## config.mk

```make
export PLATFORM = sky130hd
export DESIGN_NAME = fisher_yates_tile_shuffler
export DESIGN_NICKNAME = d
export VERILOG_FILES = /design/src/design/fyts_pkg.sv /design/src/design/fyts_ram.sv /design/src/design/fyts_mod.sv /design/src/design/fisher_yates_tile_shuffler.sv
export SDC_FILE = /design/constraint.sdc
export NUM_CORES = 1
export LEC_CHECK = 0
export BUFFER_PORTS_ARGS = -buffer_cell sky130_fd_sc_hd__buf_2
export CORE_MARGIN = 2
export CORE_UTILIZATION = 45
export CTS_CLUSTER_DIAMETER = 150
export DETAILED_ROUTE_END_ITERATION = 12
export PLACE_DENSITY = 0.68
export SETUP_SLACK_MARGIN = 0.2
export SLEW_MARGIN = 20
export SYNTH_ARGS = -nofsm -noshare
export SYNTH_HDL_FRONTEND = slang
export SYNTH_SLANG_ARGS = --single-unit
```

## constraint.sdc

```tcl
create_clock -name clk -period 6.5 [get_ports clk]
set_input_delay 0 -clock clk [delete_from_list [all_inputs] [get_ports clk]]
set_output_delay 0 -clock clk [all_outputs]
set_load 0.01 [all_outputs]
```

## src/design/fyts_pkg.sv

```systemverilog
`timescale 1ns / 1ps
// ----------------------------------------------------------------------------
// fyts_pkg
// Shared types and constants for the Fisher-Yates tile shuffler.
// ----------------------------------------------------------------------------
package fyts_pkg;

    localparam int MAX_TILES_DEFAULT = 64;

    // Fixed field widths
    localparam int GROUP_W   = 3;
    localparam int VALUE_W   = 5;
    localparam int TILE_W    = GROUP_W + VALUE_W;
    localparam int RND_W     = 31;
    localparam int IDX_W     = 6;
    localparam int SZ_W      = 7;
    localparam int OP_W      = 2;
    localparam int STS_W     = 2;
    localparam int IN_DATA_W  = 48;
    localparam int OUT_DATA_W = 16;

    localparam logic [SZ_W-1:0] DECK_SIZE_RESET = 7'd50;
    localparam logic [SZ_W-1:0] SIZE_MIN        = 7'd2;

    typedef enum logic [OP_W-1:0] {
        OP_LOAD    = 2'd0,
        OP_SHUFFLE = 2'd1,
        OP_READ    = 2'd2,
        OP_RESTART = 2'd3
    } fyts_op_t;

    typedef enum logic [STS_W-1:0] {
        STS_OK    = 2'd0,
        STS_DONE  = 2'd1,
        STS_FULL  = 2'd2,
        STS_RANGE = 2'd3
    } fyts_status_t;

    typedef enum logic [3:0] {
        ST_IDLE,
        ST_EXEC,
        ST_DIV_WAIT,
        ST_RD_I,
        ST_RD_J,
        ST_WR_I,
        ST_WR_J,
        ST_RD_WAIT,
        ST_RESULT
    } fyts_state_t;

endpackage

```

## src/design/fyts_ram.sv

```systemverilog
`timescale 1ns / 1ps
// ----------------------------------------------------------------------------
// fyts_ram
// Generic simple dual-port RAM: one write port, one read port, registered read.
// ----------------------------------------------------------------------------
module fyts_ram #(
    parameter int WIDTH = 8,
    parameter int DEPTH = 64
) (
    input  logic                     clk,
    input  logic                     we,
    input  logic [$clog2(DEPTH)-1:0] waddr,
    input  logic [WIDTH-1:0]         wdata,
    input  logic [$clog2(DEPTH)-1:0] raddr,
    output logic [WIDTH-1:0]         rdata
);

    logic [WIDTH-1:0] mem [DEPTH];
    logic [WIDTH-1:0] rdata_reg;

    always_ff @(posedge clk)
    begin
        if (we)
        begin
            mem[waddr] <= wdata;
        end
        rdata_reg <= mem[raddr];
    end

    assign rdata = rdata_reg;

endmodule

```

## src/design/fyts_mod.sv

```systemverilog
`timescale 1ns / 1ps
// ----------------------------------------------------------------------------
// fyts_mod
// Restoring bit-serial remainder unit: dividend mod divisor, one bit a cycle.
// ----------------------------------------------------------------------------
module fyts_mod (
    input  logic                      clk,
    input  logic                      rst_n,
    input  logic                      start,
    input  logic [fyts_pkg::RND_W-1:0] dividend,
    input  logic [fyts_pkg::SZ_W-1:0]  divisor,
    output logic                      done,
    output logic [fyts_pkg::SZ_W-1:0]  remainder
);

    localparam int CNT_W = $clog2(fyts_pkg::RND_W);
    localparam int SZ_W  = fyts_pkg::SZ_W;

    logic [fyts_pkg::RND_W-1:0] dvd_reg;
    logic [SZ_W-1:0]            dsr_reg;
    logic [SZ_W-1:0]            rem_reg;
    logic [CNT_W-1:0]           cnt_reg;
    logic                       busy_reg;
    logic                       done_reg;
    logic [SZ_W:0]              trial;

    // remainder stays below the divisor, so the shifted trial fits SZ_W+1 bits
    assign trial = {rem_reg, dvd_reg[fyts_pkg::RND_W-1]};

    always_ff @(posedge clk or negedge rst_n)
    begin
        if (!rst_n)
        begin
            busy_reg <= 1'b0;
            done_reg <= 1'b0;
            cnt_reg  <= '0;
        end
        else
        begin
            done_reg <= 1'b0;
            if (start)
            begin
                busy_reg <= 1'b1;
                cnt_reg  <= CNT_W'(fyts_pkg::RND_W - 1);
            end
            else if (busy_reg)
            begin
                cnt_reg <= cnt_reg - 1'b1;
                if (cnt_reg == '0)
                begin
                    busy_reg <= 1'b0;
                    done_reg <= 1'b1;
                end
            end
        end
    end

    always_ff @(posedge clk)
    begin
        if (start)
        begin
            dvd_reg <= dividend;
            dsr_reg <= divisor;
            rem_reg <= '0;
        end
        else if (busy_reg)
        begin
            dvd_reg <= dvd_reg << 1;
            if (trial >= {1'b0, dsr_reg})
            begin
                rem_reg <= SZ_W'(trial - {1'b0, dsr_reg});
            end
            else
            begin
                rem_reg <= trial[SZ_W-1:0];
            end
        end
    end

    assign done      = done_reg;
    assign remainder = rem_reg;

endmodule

```

## src/design/fisher_yates_tile_shuffler.sv

```systemverilog
`timescale 1ns / 1ps
// ----------------------------------------------------------------------------
// fisher_yates_tile_shuffler
// Tile deck in a RAM with load, Fisher-Yates shuffle step, read and restart.
// ----------------------------------------------------------------------------
// Load, restart and flagged items go from EXEC straight to RESULT; a read passes
// through RD_WAIT, and a shuffle step through DIV_WAIT, RD_I, RD_J, WR_I and WR_J.
// The shuffle step runs the bit-serial modulo unit, then two
// reads and two writes on the single-read, single-write deck RAM.
// One item is in flight at a time; the next is taken in IDLE, after the result
// is registered. Reset clears control state only.
module fisher_yates_tile_shuffler #(
    parameter int MAX_TILES = fyts_pkg::MAX_TILES_DEFAULT
) (
    input  logic                             clk,
    input  logic                             rst_n,
    // s_axis_tdata: tile_group[2:0], tile_value[7:3], random_word[38:8],
    //               read_index[44:39], zero pad[47:45]
    input  logic                             s_axis_tvalid,
    output logic                             s_axis_tready,
    input  logic [fyts_pkg::IN_DATA_W-1:0]   s_axis_tdata,
    // s_axis_tuser: opcode[1:0]
    input  logic [fyts_pkg::OP_W-1:0]        s_axis_tuser,
    // m_axis_tdata: tile[7:0], swap_partner[13:8], status[15:14]
    output logic                             m_axis_tvalid,
    input  logic                             m_axis_tready,
    output logic [fyts_pkg::OUT_DATA_W-1:0]  m_axis_tdata,
    // deck_size register write
    input  logic                             cfg_valid,
    output logic                             cfg_ready,
    input  logic [fyts_pkg::SZ_W-1:0]        cfg_data
);

    localparam int AW     = $clog2(MAX_TILES);
    localparam int SZ_W   = fyts_pkg::SZ_W;
    localparam int TILE_W = fyts_pkg::TILE_W;
    localparam int IDX_W  = fyts_pkg::IDX_W;
    localparam int CLAMP  = (MAX_TILES > 127) ? 127 : MAX_TILES;
    localparam logic [SZ_W-1:0] SIZE_MAX = SZ_W'(CLAMP);

    function automatic logic [SZ_W-1:0] eff_size(input logic [SZ_W-1:0] raw);
        logic [SZ_W-1:0] s;
        s = raw;
        if (s < fyts_pkg::SIZE_MIN)
        begin
            s = fyts_pkg::SIZE_MIN;
        end
        if (s > SIZE_MAX)
        begin
            s = SIZE_MAX;
        end
        return s;
    endfunction

    localparam logic [SZ_W-1:0] POS_RESET = eff_size(fyts_pkg::DECK_SIZE_RESET) - 7'd1;

    fyts_pkg::fyts_state_t state_reg, state_next;

    logic [SZ_W-1:0]                deck_size_reg;
    logic [SZ_W-1:0]                lp_reg;
    logic [SZ_W-1:0]                pos_reg;
    logic [SZ_W-1:0]                j_reg;
    fyts_pkg::fyts_op_t             op_reg;
    logic [fyts_pkg::GROUP_W-1:0]   group_reg;
    logic [fyts_pkg::VALUE_W-1:0]   value_reg;
    logic [fyts_pkg::RND_W-1:0]     rnd_reg;
    logic [IDX_W-1:0]               ridx_reg;
    logic [TILE_W-1:0]              tile_a_reg;
    logic [TILE_W-1:0]              res_tile_reg;
    logic [IDX_W-1:0]               res_partner_reg;
    fyts_pkg::fyts_status_t         res_status_reg;
    logic                           out_valid_reg;
    logic [fyts_pkg::OUT_DATA_W-1:0] out_data_reg;

    logic [SZ_W-1:0]   size;
    logic              in_fire;
    logic              cfg_fire;
    logic              out_free;
    logic              load_ok;
    logic              shuf_ok;
    logic              read_ok;

    logic              mem_we;
    logic [AW-1:0]     mem_waddr;
    logic [TILE_W-1:0] mem_wdata;
    logic [AW-1:0]     mem_raddr;
    logic [TILE_W-1:0] mem_rdata;

    logic              div_start;
    logic              div_done;
    logic [SZ_W-1:0]   div_rem;

    assign size     = eff_size(deck_size_reg);
    assign in_fire  = s_axis_tvalid && s_axis_tready;
    assign cfg_fire = cfg_valid && cfg_ready;
    assign out_free = !out_valid_reg || m_axis_tready;
    assign load_ok  = lp_reg < size;
    assign shuf_ok  = (pos_reg != '0) && (pos_reg < size);
    assign read_ok  = {1'b0, ridx_reg} < size;

    assign cfg_ready = 1'b1;

    fyts_ram #(
        .WIDTH (TILE_W),
        .DEPTH (MAX_TILES)
    ) u_deck (
        .clk   (clk),
        .we    (mem_we),
        .waddr (mem_waddr),
        .wdata (mem_wdata),
        .raddr (mem_raddr),
        .rdata (mem_rdata)
    );

    fyts_mod u_mod (
        .clk       (clk),
        .rst_n     (rst_n),
        .start     (div_start),
        .dividend  (rnd_reg),
        .divisor   (pos_reg + 7'd1),
        .done      (div_done),
        .remainder (div_rem)
    );

    // next state
    always_comb
    begin
        state_next = state_reg;
        unique case (state_reg)
            fyts_pkg::ST_IDLE:
            begin
                if (in_fire)
                begin
                    state_next = fyts_pkg::ST_EXEC;
                end
            end
            fyts_pkg::ST_EXEC:
            begin
                unique case (op_reg)
                    fyts_pkg::OP_SHUFFLE:
                        state_next = shuf_ok ? fyts_pkg::ST_DIV_WAIT : fyts_pkg::ST_RESULT;
                    fyts_pkg::OP_READ:
                        state_next = read_ok ? fyts_pkg::ST_RD_WAIT : fyts_pkg::ST_RESULT;
                    default:
                        state_next = fyts_pkg::ST_RESULT;
                endcase
            end
            fyts_pkg::ST_DIV_WAIT:
            begin
                if (div_done)
                begin
                    state_next = fyts_pkg::ST_RD_I;
                end
            end
            fyts_pkg::ST_RD_I:    state_next = fyts_pkg::ST_RD_J;
            fyts_pkg::ST_RD_J:    state_next = fyts_pkg::ST_WR_I;
            fyts_pkg::ST_WR_I:    state_next = fyts_pkg::ST_WR_J;
            fyts_pkg::ST_WR_J:    state_next = fyts_pkg::ST_RESULT;
            fyts_pkg::ST_RD_WAIT: state_next = fyts_pkg::ST_RESULT;
            fyts_pkg::ST_RESULT:
            begin
                if (out_free)
                begin
                    state_next = fyts_pkg::ST_IDLE;
                end
            end
            default:              state_next = fyts_pkg::ST_IDLE;
        endcase
    end

    // control outputs: RAM ports, modulo start, input ready
    always_comb
    begin
        mem_we        = 1'b0;
        mem_waddr     = AW'(lp_reg);
        mem_wdata     = {group_reg, value_reg};
        mem_raddr     = AW'(ridx_reg);
        div_start     = 1'b0;
        s_axis_tready = 1'b0;
        unique case (state_reg)
            fyts_pkg::ST_IDLE:
            begin
                s_axis_tready = 1'b1;
            end
            fyts_pkg::ST_EXEC:
            begin
                if (op_reg == fyts_pkg::OP_LOAD && load_ok)
                begin
                    mem_we = 1'b1;
                end
                if (op_reg == fyts_pkg::OP_SHUFFLE && shuf_ok)
                begin
                    div_start = 1'b1;
                end
            end
            fyts_pkg::ST_RD_I:
            begin
                mem_raddr = AW'(pos_reg);
            end
            fyts_pkg::ST_RD_J:
            begin
                mem_raddr = AW'(j_reg);
            end
            fyts_pkg::ST_WR_I:
            begin
                // entry j lands in slot i
                mem_we    = 1'b1;
                mem_waddr = AW'(pos_reg);
                mem_wdata = mem_rdata;
            end
            fyts_pkg::ST_WR_J:
            begin
                mem_we    = 1'b1;
                mem_waddr = AW'(j_reg);
                mem_wdata = tile_a_reg;
            end
            default:
            begin
            end
        endcase
    end

    always_ff @(posedge clk or negedge rst_n)
    begin
        if (!rst_n)
        begin
            state_reg     <= fyts_pkg::ST_IDLE;
            deck_size_reg <= fyts_pkg::DECK_SIZE_RESET;
            lp_reg        <= '0;
            pos_reg       <= POS_RESET;
            out_valid_reg <= 1'b0;
        end
        else
        begin
            state_reg <= state_next;

            if (cfg_fire)
            begin
                deck_size_reg <= cfg_data;
                lp_reg        <= '0;
                pos_reg       <= eff_size(cfg_data) - 7'd1;
            end
            else if (state_reg == fyts_pkg::ST_EXEC)
            begin
                if (op_reg == fyts_pkg::OP_LOAD && load_ok)
                begin
                    lp_reg <= lp_reg + 7'd1;
                end
                else if (op_reg == fyts_pkg::OP_RESTART)
                begin
                    lp_reg  <= '0;
                    pos_reg <= size - 7'd1;
                end
            end
            else if (state_reg == fyts_pkg::ST_WR_J)
            begin
                pos_reg <= pos_reg - 7'd1;
            end

            if (state_reg == fyts_pkg::ST_RESULT && out_free)
            begin
                out_valid_reg <= 1'b1;
            end
            else if (m_axis_tready)
            begin
                out_valid_reg <= 1'b0;
            end
        end
    end

    // datapath
    always_ff @(posedge clk)
    begin
        if (in_fire)
        begin
            op_reg    <= fyts_pkg::fyts_op_t'(s_axis_tuser);
            group_reg <= s_axis_tdata[2:0];
            value_reg <= s_axis_tdata[7:3];
            rnd_reg   <= s_axis_tdata[38:8];
            ridx_reg  <= s_axis_tdata[44:39];
        end

        unique case (state_reg)
            fyts_pkg::ST_EXEC:
            begin
                res_tile_reg    <= '0;
                res_partner_reg <= '0;
                res_status_reg  <= fyts_pkg::STS_OK;
                unique case (op_reg)
                    fyts_pkg::OP_LOAD:
                    begin
                        if (load_ok)
                        begin
                            res_tile_reg <= {group_reg, value_reg};
                        end
                        else
                        begin
                            res_status_reg <= fyts_pkg::STS_FULL;
                        end
                    end
                    fyts_pkg::OP_SHUFFLE:
                    begin
                        if (!shuf_ok)
                        begin
                            res_status_reg <= fyts_pkg::STS_DONE;
                        end
                    end
                    fyts_pkg::OP_READ:
                    begin
                        if (!read_ok)
                        begin
                            res_status_reg <= fyts_pkg::STS_RANGE;
                        end
                    end
                    default:
                    begin
                    end
                endcase
            end
            fyts_pkg::ST_DIV_WAIT:
            begin
                if (div_done)
                begin
                    j_reg <= div_rem;
                end
            end
            fyts_pkg::ST_RD_J:
            begin
                tile_a_reg <= mem_rdata;
            end
            fyts_pkg::ST_WR_I:
            begin
                res_tile_reg    <= mem_rdata;
                res_partner_reg <= IDX_W'(j_reg);
            end
            fyts_pkg::ST_RD_WAIT:
            begin
                res_tile_reg <= mem_rdata;
            end
            default:
            begin
            end
        endcase

        if (state_reg == fyts_pkg::ST_RESULT && out_free)
        begin
            out_data_reg <= {res_status_reg, res_partner_reg, res_tile_reg};
        end
    end

    assign m_axis_tvalid = out_valid_reg;
    assign m_axis_tdata  = out_data_reg;

    // shuffle position always stays inside the deck
    assert property (@(posedge clk) disable iff (!rst_n) pos_reg < size)
        else $error("shuffle position outside deck");

    assert property (@(posedge clk) disable iff (!rst_n) lp_reg <= size)
        else $error("load pointer past deck size");

    assert property (@(posedge clk) disable iff (!rst_n)
        (state_reg == fyts_pkg::ST_IDLE) |-> !mem_we)
        else $error("deck write while idle");

    assert property (@(posedge clk) disable iff (!rst_n)
        div_done |-> (state_reg == fyts_pkg::ST_DIV_WAIT))
        else $error("modulo result outside wait state");

    assert property (@(posedge clk) disable iff (!rst_n)
        (state_reg == fyts_pkg::ST_WR_J) |-> (j_reg <= pos_reg))
        else $error("swap partner above position");

endmodule
```

# Word level (Yosys, flattened, before mapping)
# Memory sizes are Yosys's and may differ from the RTL's. A register that Yosys moved wholly into a read port is not among the register bits.
# Cells that the tools add are included.
[op_classes]
add_sub_neg = 7
multipliers = 0
div_mod_pow = 0
n_lt_le_gt_ge = 8
eq_ne = 16
n_shift = 0
mux = 53
bitwise = 0
n_reduce_logical = 25
[ops]
columns = ["op", "count"]
rows = [
  ["$mux 7", 16],
  ["$mux 31", 2],
  ["$pmux 6 s2", 3],
  ["$pmux 4 s8", 1],
  ["$pmux 8 s2", 2],
  ["$sub 7x1->7 const B", 3],
  ["$mux 4", 5],
  ["$eq 4x3->1 const B", 4],
  ["$mux 8", 2],
  ["$mux 1", 15],
  ["$add 7x1->7 const B", 2],
  ["$gt 7x7->1 const B", 2],
  ["$lt 7x2->1 const B", 2],
  ["$lt 7x7->1", 2],
  ["$mux 5", 2],
  ["$reduce_bool 2->1", 5],
  ["$eq 4x2->1 const B", 2],
  ["$ge 8x7->1", 1],
  ["$pmux 4 s2", 1],
  ["$lt 6x7->1", 1],
  ["$reduce_bool 7->1", 1],
  ["$sub 7x7->7", 1],
  ["$pmux 2 s3", 1],
  ["$reduce_and 3->1", 2],
  ["20 further kinds", 31],
]
[totals]
ff_bits = 171
latch_bits = 0
ram_bits = 512
mem_bits_ro = 0
in_bits = 62
out_inout_bits = 19
elab_cells = 132
n_memories = 1
[memory_table]
columns = ["name", "words", "width", "rd", "rd_ports_with_merged_regs", "write_ports", "line", "source"]
rows = [
  ["u_deck.mem", 64, 8, 1, 1, 1, "fyts_ram.sv:18", "logic [WIDTH-1:0] mem [DEPTH];"],
]

# Logic depth before layout (Yosys ltp)
# Gate-level depths: netlist of the first run.
[logic_depth]
ltp_word = 10
depth_mapped = 12
mapped_depth_nobuf = 10

# By module
# From an unflattened synthesis of the first run, not the netlist that was laid out.
[unflattened]
hier_cells = 1609
hier_area_um2 = 28348.4
[modules_own_cells]
columns = ["mod", "instances", "cells_each", "area_each_um2", "seq_area_each_um2"]
rows = [
  ["fyts_ram", 1, 940, 20166.8, 15534.9],
  ["fisher_yates_tile_shuffler", 1, 465, 5570.3, 3450.8],
  ["fyts_mod", 1, 204, 2611.3, 1456.4],
]

# Least setup slack after synthesis of the first run
# OpenSTA, ideal clock, no wires.
[synth_timing]
path_kind = "flip-flop to flip-flop"
from = "reg deck_size_reg[3]"
to = "mem u_deck.mem[54][0], enable pin"
setup_time_ns = 0.370
arrival_time_ns = 3.297
slack_ns = 2.833
path_stages_with_launch = 12
cell_sequence = "dfrtp_1 -> or4_1 -> buf_2 -> a21o_1 -> ha_1 -> o21ai_0 -> a21oi_1 -> a221oi_1 -> nand3_1 -> a21oi_1 -> nand3_1 -> nor2_1"
[synth_between]
elab_chain_cells = 10
[synth_rtl]
columns = ["item", "line", "source"]
rows = [
  ["from (decl)", "fisher_yates_tile_shuffler.sv:59", "logic [SZ_W-1:0] deck_size_reg;"],
  ["from (signal assigned)", "fisher_yates_tile_shuffler.sv:228", "deck_size_reg <= fyts_pkg::DECK_SIZE_RESET;"],
  ["from (signal assigned)", "fisher_yates_tile_shuffler.sv:239", "deck_size_reg <= cfg_data;"],
  ["$lt 7x2->1", "fisher_yates_tile_shuffler.sv:44", "if (s < fyts_pkg::SIZE_MIN)"],
  ["$mux 7 (*)", "fisher_yates_tile_shuffler.sv:44", ""],
  ["$gt 7x7->1", "fisher_yates_tile_shuffler.sv:48", "if (s > SIZE_MAX)"],
  ["$mux 7 (*)", "fisher_yates_tile_shuffler.sv:48", ""],
  ["$lt 7x7->1 (*)", "fisher_yates_tile_shuffler.sv:97", "assign load_ok = lp_reg < size;"],
  ["$logic_and 1x1->1 (*)", "fisher_yates_tile_shuffler.sv:187", "if (op_reg == fyts_pkg::OP_LOAD && load_ok)"],
  ["$mux 1 (*)", "fisher_yates_tile_shuffler.sv:187", ""],
  ["$pmux 1 s2 (*)", "fisher_yates_tile_shuffler.sv:180", "unique case (state_reg)"],
  ["$mux 1 (*)", "fyts_ram.sv:23", "if (we)"],
  ["$mux 1 (not written as such) (*)", "fyts_ram.sv:25", "mem[waddr] <= wdata;"],
  ["to (decl)", "fyts_ram.sv:18", ""],
]
# Mark *: on every way between the ends. The rest lies on a longest branch, timed or not.

# Final worst setup path of the first run
[layout_timing]
from = "reg deck_size_reg[3]"
to = "mem u_deck.mem[63][3], enable pin"
# Same word-level chain as after synthesis.

==> results of run 1 <==
cell type report:
class | count | area (um2)
inverters | 36 | 135
diodes | 2 | 5.00
clock buffers | 89 | 1910
repair buffers | 170 | 1270
multi-input cells | 1189 | 8880
well taps | 864 | 1080
flip-flops and latches | 691 | 20400
clock inverters | 30 | 297
fillers | 5363 | 31900
power by group through the flow:
stage | Combinational [uW] | Clock, uW | Sequential [uW]
after floorplan | 2940 | 0 | 6070
after global placement | 4220 | 0 | 6240
after detailed placement | 4310 | 0 | 6260
after CTS | 4370 | 3970 | 6170
after global routing | 4760 | 4140 | 6210
final | 4430 | 3910 | 6170
final timing paths:
| kind | end | slack (ns) | cells after the start |
|---|---|---|---|
| min in group clk | rnd_reg[2] | 0.11 | 2 |
| min | deck_size_reg[6] | 0.08 | 2 |
| min reg2reg | m_axis_tdata[4] | 0.42 | 0 |
| max in group asynchronous | state_reg[3] | 5.83 | 2 |
| max | u_deck.mem[63][3] | 1.62 | 10 |
| max reg2reg | u_deck.mem[63][3] | 1.62 | 10 |
through the flow:
stage	hold WS (ns)	total power [uW]	utilization
2_1_floorplan	-0.296	9020	-
3_3_place_gp	0.146	10500	0.472
3_5_place_dp	0.162	10600	0.473
4_1_cts	0.0709	14500	0.516
5_1_grt	0.116	15100	0.516
6_report	0.0759	14500	0.516
metal layers:
metal | global-route usage | part of all wire | vias to the layer above
met1 | 0.291 | 0.42 | 9444
li1 | - | - | 8412
met2 | 0.345 | 0.48 | 756
met5 | 0 | 0 | -
met3 | 0.0404 | 0.080 | 116
met4 | 0.0695 | 0.024 | 0
logic make-up (layout without fill, tap and decap cells):
group	Yosys count	count (layout)	synth area share
flip-flops	691	691	0.683
buffers and inverters	172	325	0.0257
XOR/XNOR	15	15	0.00439
other	1	3	0.000125
adder cells (fa/ha/maj)	35	35	0.0149
AO/OA/AOI/OAI	507	507	0.126
multiplexers	196	196	0.0696
AND/OR/NAND/NOR	435	435	0.0765
Yosys cell counts (27+ instances only):
| library cell | n | area (um2) |
|---|---|---|
| o211ai_1 | 33 | 248 |
| o21ai_0 | 93 | 465 |
| clkbuf_1 | 90 | 338 |
| ha_1 | 34 | 425 |
| nand2_1 | 89 | 334 |
| and3_1 | 108 | 676 |
| nor2_1 | 116 | 435 |
| mux2_2 | 87 | 980 |
| dfrtp_1 | 27 | 676 |
| a221oi_1 | 50 | 438 |
| edfxtp_1 | 643 | 19300 |
| inv_1 | 35 | 131 |
| a222oi_1 | 50 | 500 |
| a21boi_0 | 72 | 541 |
| mux2i_1 | 108 | 1080 |
| a22oi_1 | 50 | 375 |
| nand3_1 | 29 | 145 |
| a211oi_1 | 29 | 218 |
timing repair:
item                                   CTS  global route
hold buffers                            68             0
endpoints found under the hold margin   98             0
buffers inserted                         0             0
==> reports/qor.csv, run 1 <==
metric,value,unit
status,finished clean,
Chip Width,262,um
period utilisation layout,0.751,
core footprint,65900,um2
Final Hold Fails,0,
crit-path leading delay family,simple AND/OR/NAND/NOR gates,
Comb pwr share,0.305,
final slew viol count,0,
DRC Markers,0,
post-CTS sizing,0,
Fin Setup TNS,0,ns
placed cells,2882,
net switching power,4960,uW
startpoint types,flop,
crit path max fanout,8,
sequential share of the synthesized area,0.683,
final worst slack,1.62,ns
cts bufs inserted,69,
number of synthesized flops with an enable pin,643,
Pwr Density,427,nW/um2
first-pass GRT wire length,110000,um
CP peak stage delay,0.78,ns
largest net degree at the start of global routing,92,
Die Height,262,um
Slew HR,0.335,
vias in the first global route,18280,
initial antenna violation count,2,
fmax,205,MHz
clock slew at reported path FFs,0.06,ns
CTS tree,done,
Critical Path Start,deck_size_reg[3],
global route total overflow,0,
"Clk Latency, worst-skew pair",0.60,ns
Max Cap Viol,0,
drt total wl,73600,um
Slowest cell on crit path,nor2_1,
most frequent cells in the layout,"643 x edfxtp_1, 115 x nor2_1, 108 x mux2i_1",
Cells after Synth,2052,
Leak,0.0117,uW
clk sinks,691,
"commonest non-fill, non-tap cell in the layout",edfxtp_1,
final std cells w/o fill,3071,
Detailed Routing Iterations Pass 1,7,
unrepaired setup endpoints after global routing,no,
Clock Skew,0.0155,ns
die area,68600,um2
Initial Util,0.455,
Switching Share,0.342,
Final Instance Area,34000,um2
Main synth FF type,edfxtp_1,
routed vias/inst,6.10,
placed inst area,31100,um2
number of routed nets with antenna violations,0,
"most used cell, CP",nand3_1,
Setup WS pre-CTS,1.64,ns
Synth async-reset ratio,0.0478,
area delta synth->final,13.6,%
Mapped Nets,2149,
fin crit period,4.88,ns
Worst EP required,6.73,ns
Finish-stage setup viols,0,
"FF+latch count, synth",691,
post-DR wirelength/cell,24.0,um
RR Startpoint,deck_size_reg[3],
H-tree lvl count,3,
root buffer cell,clkbuf_16,
internal power,9550,uW
CP Capture Type,flop,
num rows,94,
layout cell share with drive strength beyond 1,0.150,
CP Class,flop to flop,
share of power burned in registers,0.425,
deepest clock path buffer count,3,
Via Count,18728,
clock power share,0.269,
Global Route Usage Sum,0.213,
Mapped Area,29900,um2
Slew @ Worst Pin,0.998,ns
Post-DP HPWL,45000,um
Worst Path Arrival,5.11,ns
max reg flops,512,
GPL Wtd Cong,0.897,
crit path buf inv count,0,
HP Class,input pin to asynchronous set/reset pin,
maximum VDD drop,0.000249,V
Starting DRT DRC Count,2099,
Top Ports,81,
"Warnings, synthesis",0,
Layout Nets,2254,
Yosys cell types,85,
CP cell instances,"or4_1, a21o_1, ha_1, a211oi_1, o211ai_1, a221oi_1, nand3_1, a21boi_1, nand3_1, nor2_1",
Syn Area/Cell,14.6,um2
port bufs,76,
Note: power is estimated with default switching activity, not from simulation.
==> inputs of run 2 (changes only) <==
==> constraint.sdc (replaced) <==
create_clock -name clk -period 4.7 [get_ports clk]
set_input_delay 0 -clock clk [delete_from_list [all_inputs] [get_ports clk]]
set_output_delay 0 -clock clk [all_outputs]
set_load 0.01 [all_outputs]
==> reports/qor.csv, run 2 (synthesized netlist as in run 1, its figures left out) <==
metric,value,unit,change
status,finished clean,,
crit path max fanout,8,,unchanged
"most used cell, CP",buf_4,,
clk sinks,691,,unchanged
CP Class,flop to flop,,
fmax,242,MHz,+18%
internal power,13200,uW,+38%
Reg2Reg Depth,12,,+2
startpoint types,flop,,
CTS tree,done,,
port bufs,76,,unchanged
Slowest cell on crit path,or4_1,,
drt total wl,75800,um,+3.0%
crit-path leading delay family,simple AND/OR/NAND/NOR gates,,
number of routed nets with antenna violations,0,,unchanged
final slew viol count,0,,unchanged
Via Count,19056,,+1.8%
Comb pwr share,0.312,,+0.007
CP peak stage delay,0.65,ns,-0.13 ns
Initial Util,0.455,,unchanged
Post-DP HPWL,47100,um,+4.7%
Switching Share,0.347,,+0.00454
"Clk Latency, worst-skew pair",0.62,ns,+0.02 ns
routed vias/inst,6.03,,-1.1%
most frequent cells in the layout,"643 x edfxtp_1, 116 x nor2_1, 108 x and3_1, 108 x mux2i_1, 103 x buf_4",,
die area,68600,um2,unchanged
placed cells,2962,,+2.8%
Leak,0.0121,uW,+3.8%
clock power share,0.266,,-0.003
Layout Nets,2335,,+3.6%
clock slew at reported path FFs,0.06,ns,about the same
Global Route Usage Sum,0.220,,+0.00727
post-DR wirelength/cell,24.0,um,+0.14%
post-layout util,0.526,,+0.00965
Top Ports,81,,unchanged
CP Capture Type,flop,,
maximum VDD drop,0.000445,V,+78%
root buffer cell,clkbuf_16,,
ANT cells,0,,-2
max reg flops,512,,unchanged
Crit. path cell count,12,,+2
Detailed Routing Iterations Pass 1,7,,unchanged
hold_ws,0.0590,ns,-0.0169 ns
HP Class,input pin to asynchronous set/reset pin,,
Finish-stage setup viols,0,,unchanged
fin crit period,4.13,ns,-0.757 ns
"commonest non-fill, non-tap cell in the layout",edfxtp_1,,
core footprint,65900,um2,unchanged
Worst EP required,5.01,ns,-1.72 ns
global route total overflow,0,,unchanged
Clock Skew,0.0387,ns,+0.0232 ns
net switching power,6990,uW,+41%
cts bufs inserted,70,,+1.4%
initial antenna violation count,0,,-2
Slew HR,0.321,,-0.0137
post-CTS setup repair buffer count,0,,unchanged
Starting DRT DRC Count,2330,,+11%
final std cells w/o fill,3159,,+2.9%
Fin Setup TNS,0,ns,unchanged
layout cell share with drive strength beyond 1,0.181,,+0.0316
GPL Wtd Cong,0.838,,-6.6%
Chip Width,262,um,unchanged
DRC Markers,0,,unchanged
Die Height,262,um,unchanged
Max Cap Viol,0,,unchanged
unrepaired setup endpoints after global routing,no,,
Final Hold Fails,0,,unchanged
CP cell instances,"or4_1, a21o_1, ha_1, a211oi_1, o211ai_1, a221oi_1, buf_4, nand3_1, a21boi_1, nand2_1, nor2_1, buf_4",,
deepest clock path buffer count,3,,unchanged
Pwr Density,582,nW/um2,+36%
area delta synth->final,15.7,%,
num rows,94,,unchanged
crit path buf inv count,2,,+2
Slew @ Worst Pin,1.02,ns,+0.0206 ns
first-pass GRT wire length,113000,um,+3.4%
period utilisation layout,0.878,,+0.127
post-CTS sizing,0,,unchanged
H-tree lvl count,3,,unchanged
largest net degree at the start of global routing,99,,+7.6%
share of power burned in registers,0.422,,-0.003
vias in the first global route,18818,,+2.9%
Worst Path Arrival,4.44,ns,-0.67 ns
[run 2: changes by cell type in the layout (fill, tap and decap cells not counted), moves of 3 or more]
cell       delta
buf_4        +78
bufinv_16     -3
clkbuf_1      +4
clkinv_2      +5
inv_6         +3
nand2_2       -4
nand2_4       +4
[run 2: per-layer routing]
| metal | track usage | share of wire | vias to the layer above |
|---|---|---|---|
| li1 | - | - | 8571 |
| met5 | 0 | 0 | - |
| met1 | 0.295 | 0.42 | 9561 |
| met4 | 0.0702 | 0.026 | 0 |
| met3 | 0.0371 | 0.071 | 130 |
| met2 | 0.368 | 0.49 | 794 |
[run 2: stage by stage]
step                area, um2  total power (uW)  setup slack [ns]
global route            34600             21000             0.309
global placement        31800             14600             0.646
detailed placement      31800             14800             0.650
finish                  34600             20200             0.573
floorplan               29900             12500              1.03
CTS                     34600             20200             0.637
[run 2: cell type report]
type | count | area [um2]
fillers | 5285 | 31200
well taps | 864 | 1080
clock inverters | 35 | 268
repair buffers | 250 | 1890
clock buffers | 94 | 1940
flip-flops and latches | 691 | 20400
multi-input cells | 1189 | 8890
inverters | 36 | 135
[run 2: worst reg2reg max path, delay by kind of cell, from the launching register on]
family | cells | cell delay (ns)
flip-flops | 1 | 0.40
AND/OR/NAND/NOR | 4 | 1.57
adder cells (fa/ha/maj) | 1 | 0.20
AO/OA/AOI/OAI | 5 | 1.28
buffers and inverters | 2 | 0.40
[run 2: timing repair]
item	CTS	global route
hold buffers	68	0
hold endpoints to repair	101	0
endpoints found under the setup margin	0	0
[run 2: final timing paths]
path                                  start                end  slack, ns
max                        deck_size_reg[3]  u_deck.mem[19][2]       0.57
min reg2reg                 res_tile_reg[3]    m_axis_tdata[3]       0.42
max in group asynchronous             rst_n       state_reg[3]       4.01
max reg2reg                deck_size_reg[3]  u_deck.mem[19][2]       0.57
min                                   rst_n   deck_size_reg[6]       0.06
min in group clk           s_axis_tdata[12]         rnd_reg[4]       0.10
[run 2: power groups by stage]
stage | sequential [uW] | clock (uW) | combinational (uW)
2_1_floorplan | 8400 | 0 | 4070
3_3_place_gp | 8600 | 0 | 6020
3_5_place_dp | 8620 | 0 | 6140
4_1_cts | 8500 | 5460 | 6240
5_1_grt | 8560 | 5690 | 6750
6_report | 8510 | 5370 | 6290
==> inputs of run 3 (changes only) <==
--- a/config.mk
+++ b/config.mk
@@ -10,9 +10,11 @@
 export CORE_UTILIZATION = 45
 export CTS_CLUSTER_DIAMETER = 150
 export DETAILED_ROUTE_END_ITERATION = 12
+export MAX_ROUTING_LAYER = met4
 export PLACE_DENSITY = 0.68
 export SETUP_SLACK_MARGIN = 0.2
 export SLEW_MARGIN = 20
 export SYNTH_ARGS = -nofsm -noshare
 export SYNTH_HDL_FRONTEND = slang
 export SYNTH_SLANG_ARGS = --single-unit
+export TNS_END_PERCENT = 50
==> reports/qor.csv, run 3 (synthesized netlist as in run 1, its figures left out) <==
metric,value,unit,change
status,finished clean,,
global route total overflow,0,,unchanged
CP peak stage delay,0.64,ns,about the same
final worst slack,0.580,ns,+0.00701 ns
cts bufs inserted,70,,unchanged
crit path buf inv count,2,,unchanged
Detailed Routing Iterations Pass 1,6,,-1
period utilisation layout,0.877,,-0.00149
CTS Hold Buffers Added,68,,unchanged
first-pass GRT wire length,113000,um,about the same
startpoint types,flop,,
"commonest non-fill, non-tap cell in the layout",edfxtp_1,,
CP Class,flop to flop,,
deepest clock path buffer count,3,,unchanged
die area,68600,um2,unchanged
Max Cap Viol,0,,unchanged
CTS tree,done,,
hold_ws,0.0596,ns,+0.000619 ns
Starting DRT DRC Count,2300,,-1.3%
port bufs,76,,unchanged
Initial Util,0.455,,unchanged
core footprint,65900,um2,unchanged
area delta synth->final,15.7,%,unchanged
post-CTS setup repair buffer count,0,,unchanged
Clock Skew,0.0379,ns,-0.000817 ns
maximum VDD drop,0.000444,V,-0.14%
"Clk Latency, worst-skew pair",0.62,ns,about the same
Setup WS pre-CTS,0.650,ns,unchanged
Layout Nets,2335,,unchanged
Fill cells,5285,,unchanged
root buffer cell,clkbuf_16,,
ANT cells,0,,unchanged
crit path max fanout,8,,unchanged
post-DR wirelength/cell,23.9,um,-0.29%
vias in the first global route,18794,,-0.13%
final slew viol count,0,,unchanged
crit-path leading delay family,simple AND/OR/NAND/NOR gates,,
Die Height,262,um,unchanged
initial antenna violation count,0,,unchanged
H-tree lvl count,3,,unchanged
Slew @ Worst Pin,1.01,ns,-0.00948 ns
Slew HR,0.327,,+0.00632
layout cell share with drive strength beyond 1,0.181,,unchanged
clk sinks,691,,unchanged
overall power,20200,uW,about the same
Top Ports,81,,unchanged
CP cell instances,"or4_1, a21o_1, ha_1, a211oi_1, o211ai_1, a221oi_1, buf_4, nand3_1, a21oi_1, nand2_1, nor2_1, buf_4",,
fin crit period,4.12,ns,-0.00701 ns
Finish-stage setup viols,0,,unchanged
max reg flops,512,,unchanged
num rows,94,,unchanged
largest net degree at the start of global routing,99,,unchanged
GPL Wtd Cong,0.851,,+1.6%
"most used cell, CP",buf_4,,
Final Instance Area,34600,um2,unchanged
HP Class,input pin to asynchronous set/reset pin,,
Slowest cell on crit path,or4_1,,
clock slew at reported path FFs,0.06,ns,about the same
Fin Setup TNS,0,ns,unchanged
most frequent cells in the layout,"643 x edfxtp_1, 116 x nor2_1, 108 x and3_1, 108 x mux2i_1, 103 x buf_4",,
drt total wl,75600,um,-0.29%
placed inst area,31800,um2,unchanged
fmax,243,MHz,+0.17%
Final Hold Fails,0,,unchanged
Worst Path Arrival,4.43,ns,about the same
DRC Markers,0,,unchanged
routed vias/inst,6.01,,-0.37%
Post-DP HPWL,47100,um,unchanged
post-CTS sizing,0,,unchanged
unrepaired setup endpoints after global routing,no,,
Chip Width,262,um,unchanged
Global Route Usage Sum,0.227,,+0.00696
number of routed nets with antenna violations,0,,unchanged
Worst EP required,5.01,ns,about the same
Leak,0.0121,uW,unchanged
Pwr Density,582,nW/um2,about the same
CP Capture Type,flop,,
Via Count,18985,,-0.37%
-- run 3: cell counts in the layout (fill, tap and decap cells not counted) --
No cell type changed its count.
-- run 3: cell type report --
type	instances	area, um2	area share
clock buffers	94	1940	0.0559
clock inverters	35	268	0.00773
inverters	36	135	0.00390
multi-input cells	1189	8890	0.257
flip-flops and latches	691	20400	0.590
well taps	864	1080	0.0312
repair buffers	250	1890	0.0547
-- run 3: worst paths after layout --
path / from / endpoint / slack [ns] / cells past startpoint
max: deck_size_reg[3] / u_deck.mem[50][2] / 0.58 / 12
min: rst_n / deck_size_reg[6] / 0.06 / 2
max in group asynchronous: rst_n / state_reg[3] / 4.02 / 2
max reg2reg: deck_size_reg[3] / u_deck.mem[50][2] / 0.58 / 12
min reg2reg: res_tile_reg[3] / m_axis_tdata[3] / 0.42 / 0
min in group clk: s_axis_tdata[29] / rnd_reg[21] / 0.11 / 2
-- run 3: routing by layer --
| layer | vias up | routed length [um] | global-route usage |
|---|---|---|---|
| met3 | 118 | 5720 | 0.0362 |
| met5 | - | 0 | - |
| met4 | 0 | 1810 | 0.0686 |
| met2 | 809 | 36900 | 0.370 |
| met1 | 9483 | 31200 | 0.294 |
| li1 | 8575 | - | - |
-- run 3: per-stage QoR --
step	cells	utilization
3_5_place_dp	2962	0.482
5_1_grt	3159	0.526
3_3_place_gp	2962	0.482
2_1_floorplan	2052	-
6_report	3159	0.526
4_1_cts	3159	0.526
-- run 3: where the power goes --
group          internal [uW]  total [uW]  switching, uW
Sequential              8070        8510            432
Combinational           2030        6290           4250
Clock                   3070        5370           2290
Total                  13200       20200           6980
-- run 3: worst register-to-register path, stage by stage (launching register included) --
cell and delay, ns:
dfrtp_1 0.40, or4_1 0.64, a21o_1 0.27, ha_1 0.20, a211oi_1 0.20, o211ai_1 0.13
a221oi_1 0.31, buf_4 0.19, nand3_1 0.15, a21oi_1 0.36, nand2_1 0.46, nor2_1 0.29
buf_4 0.21
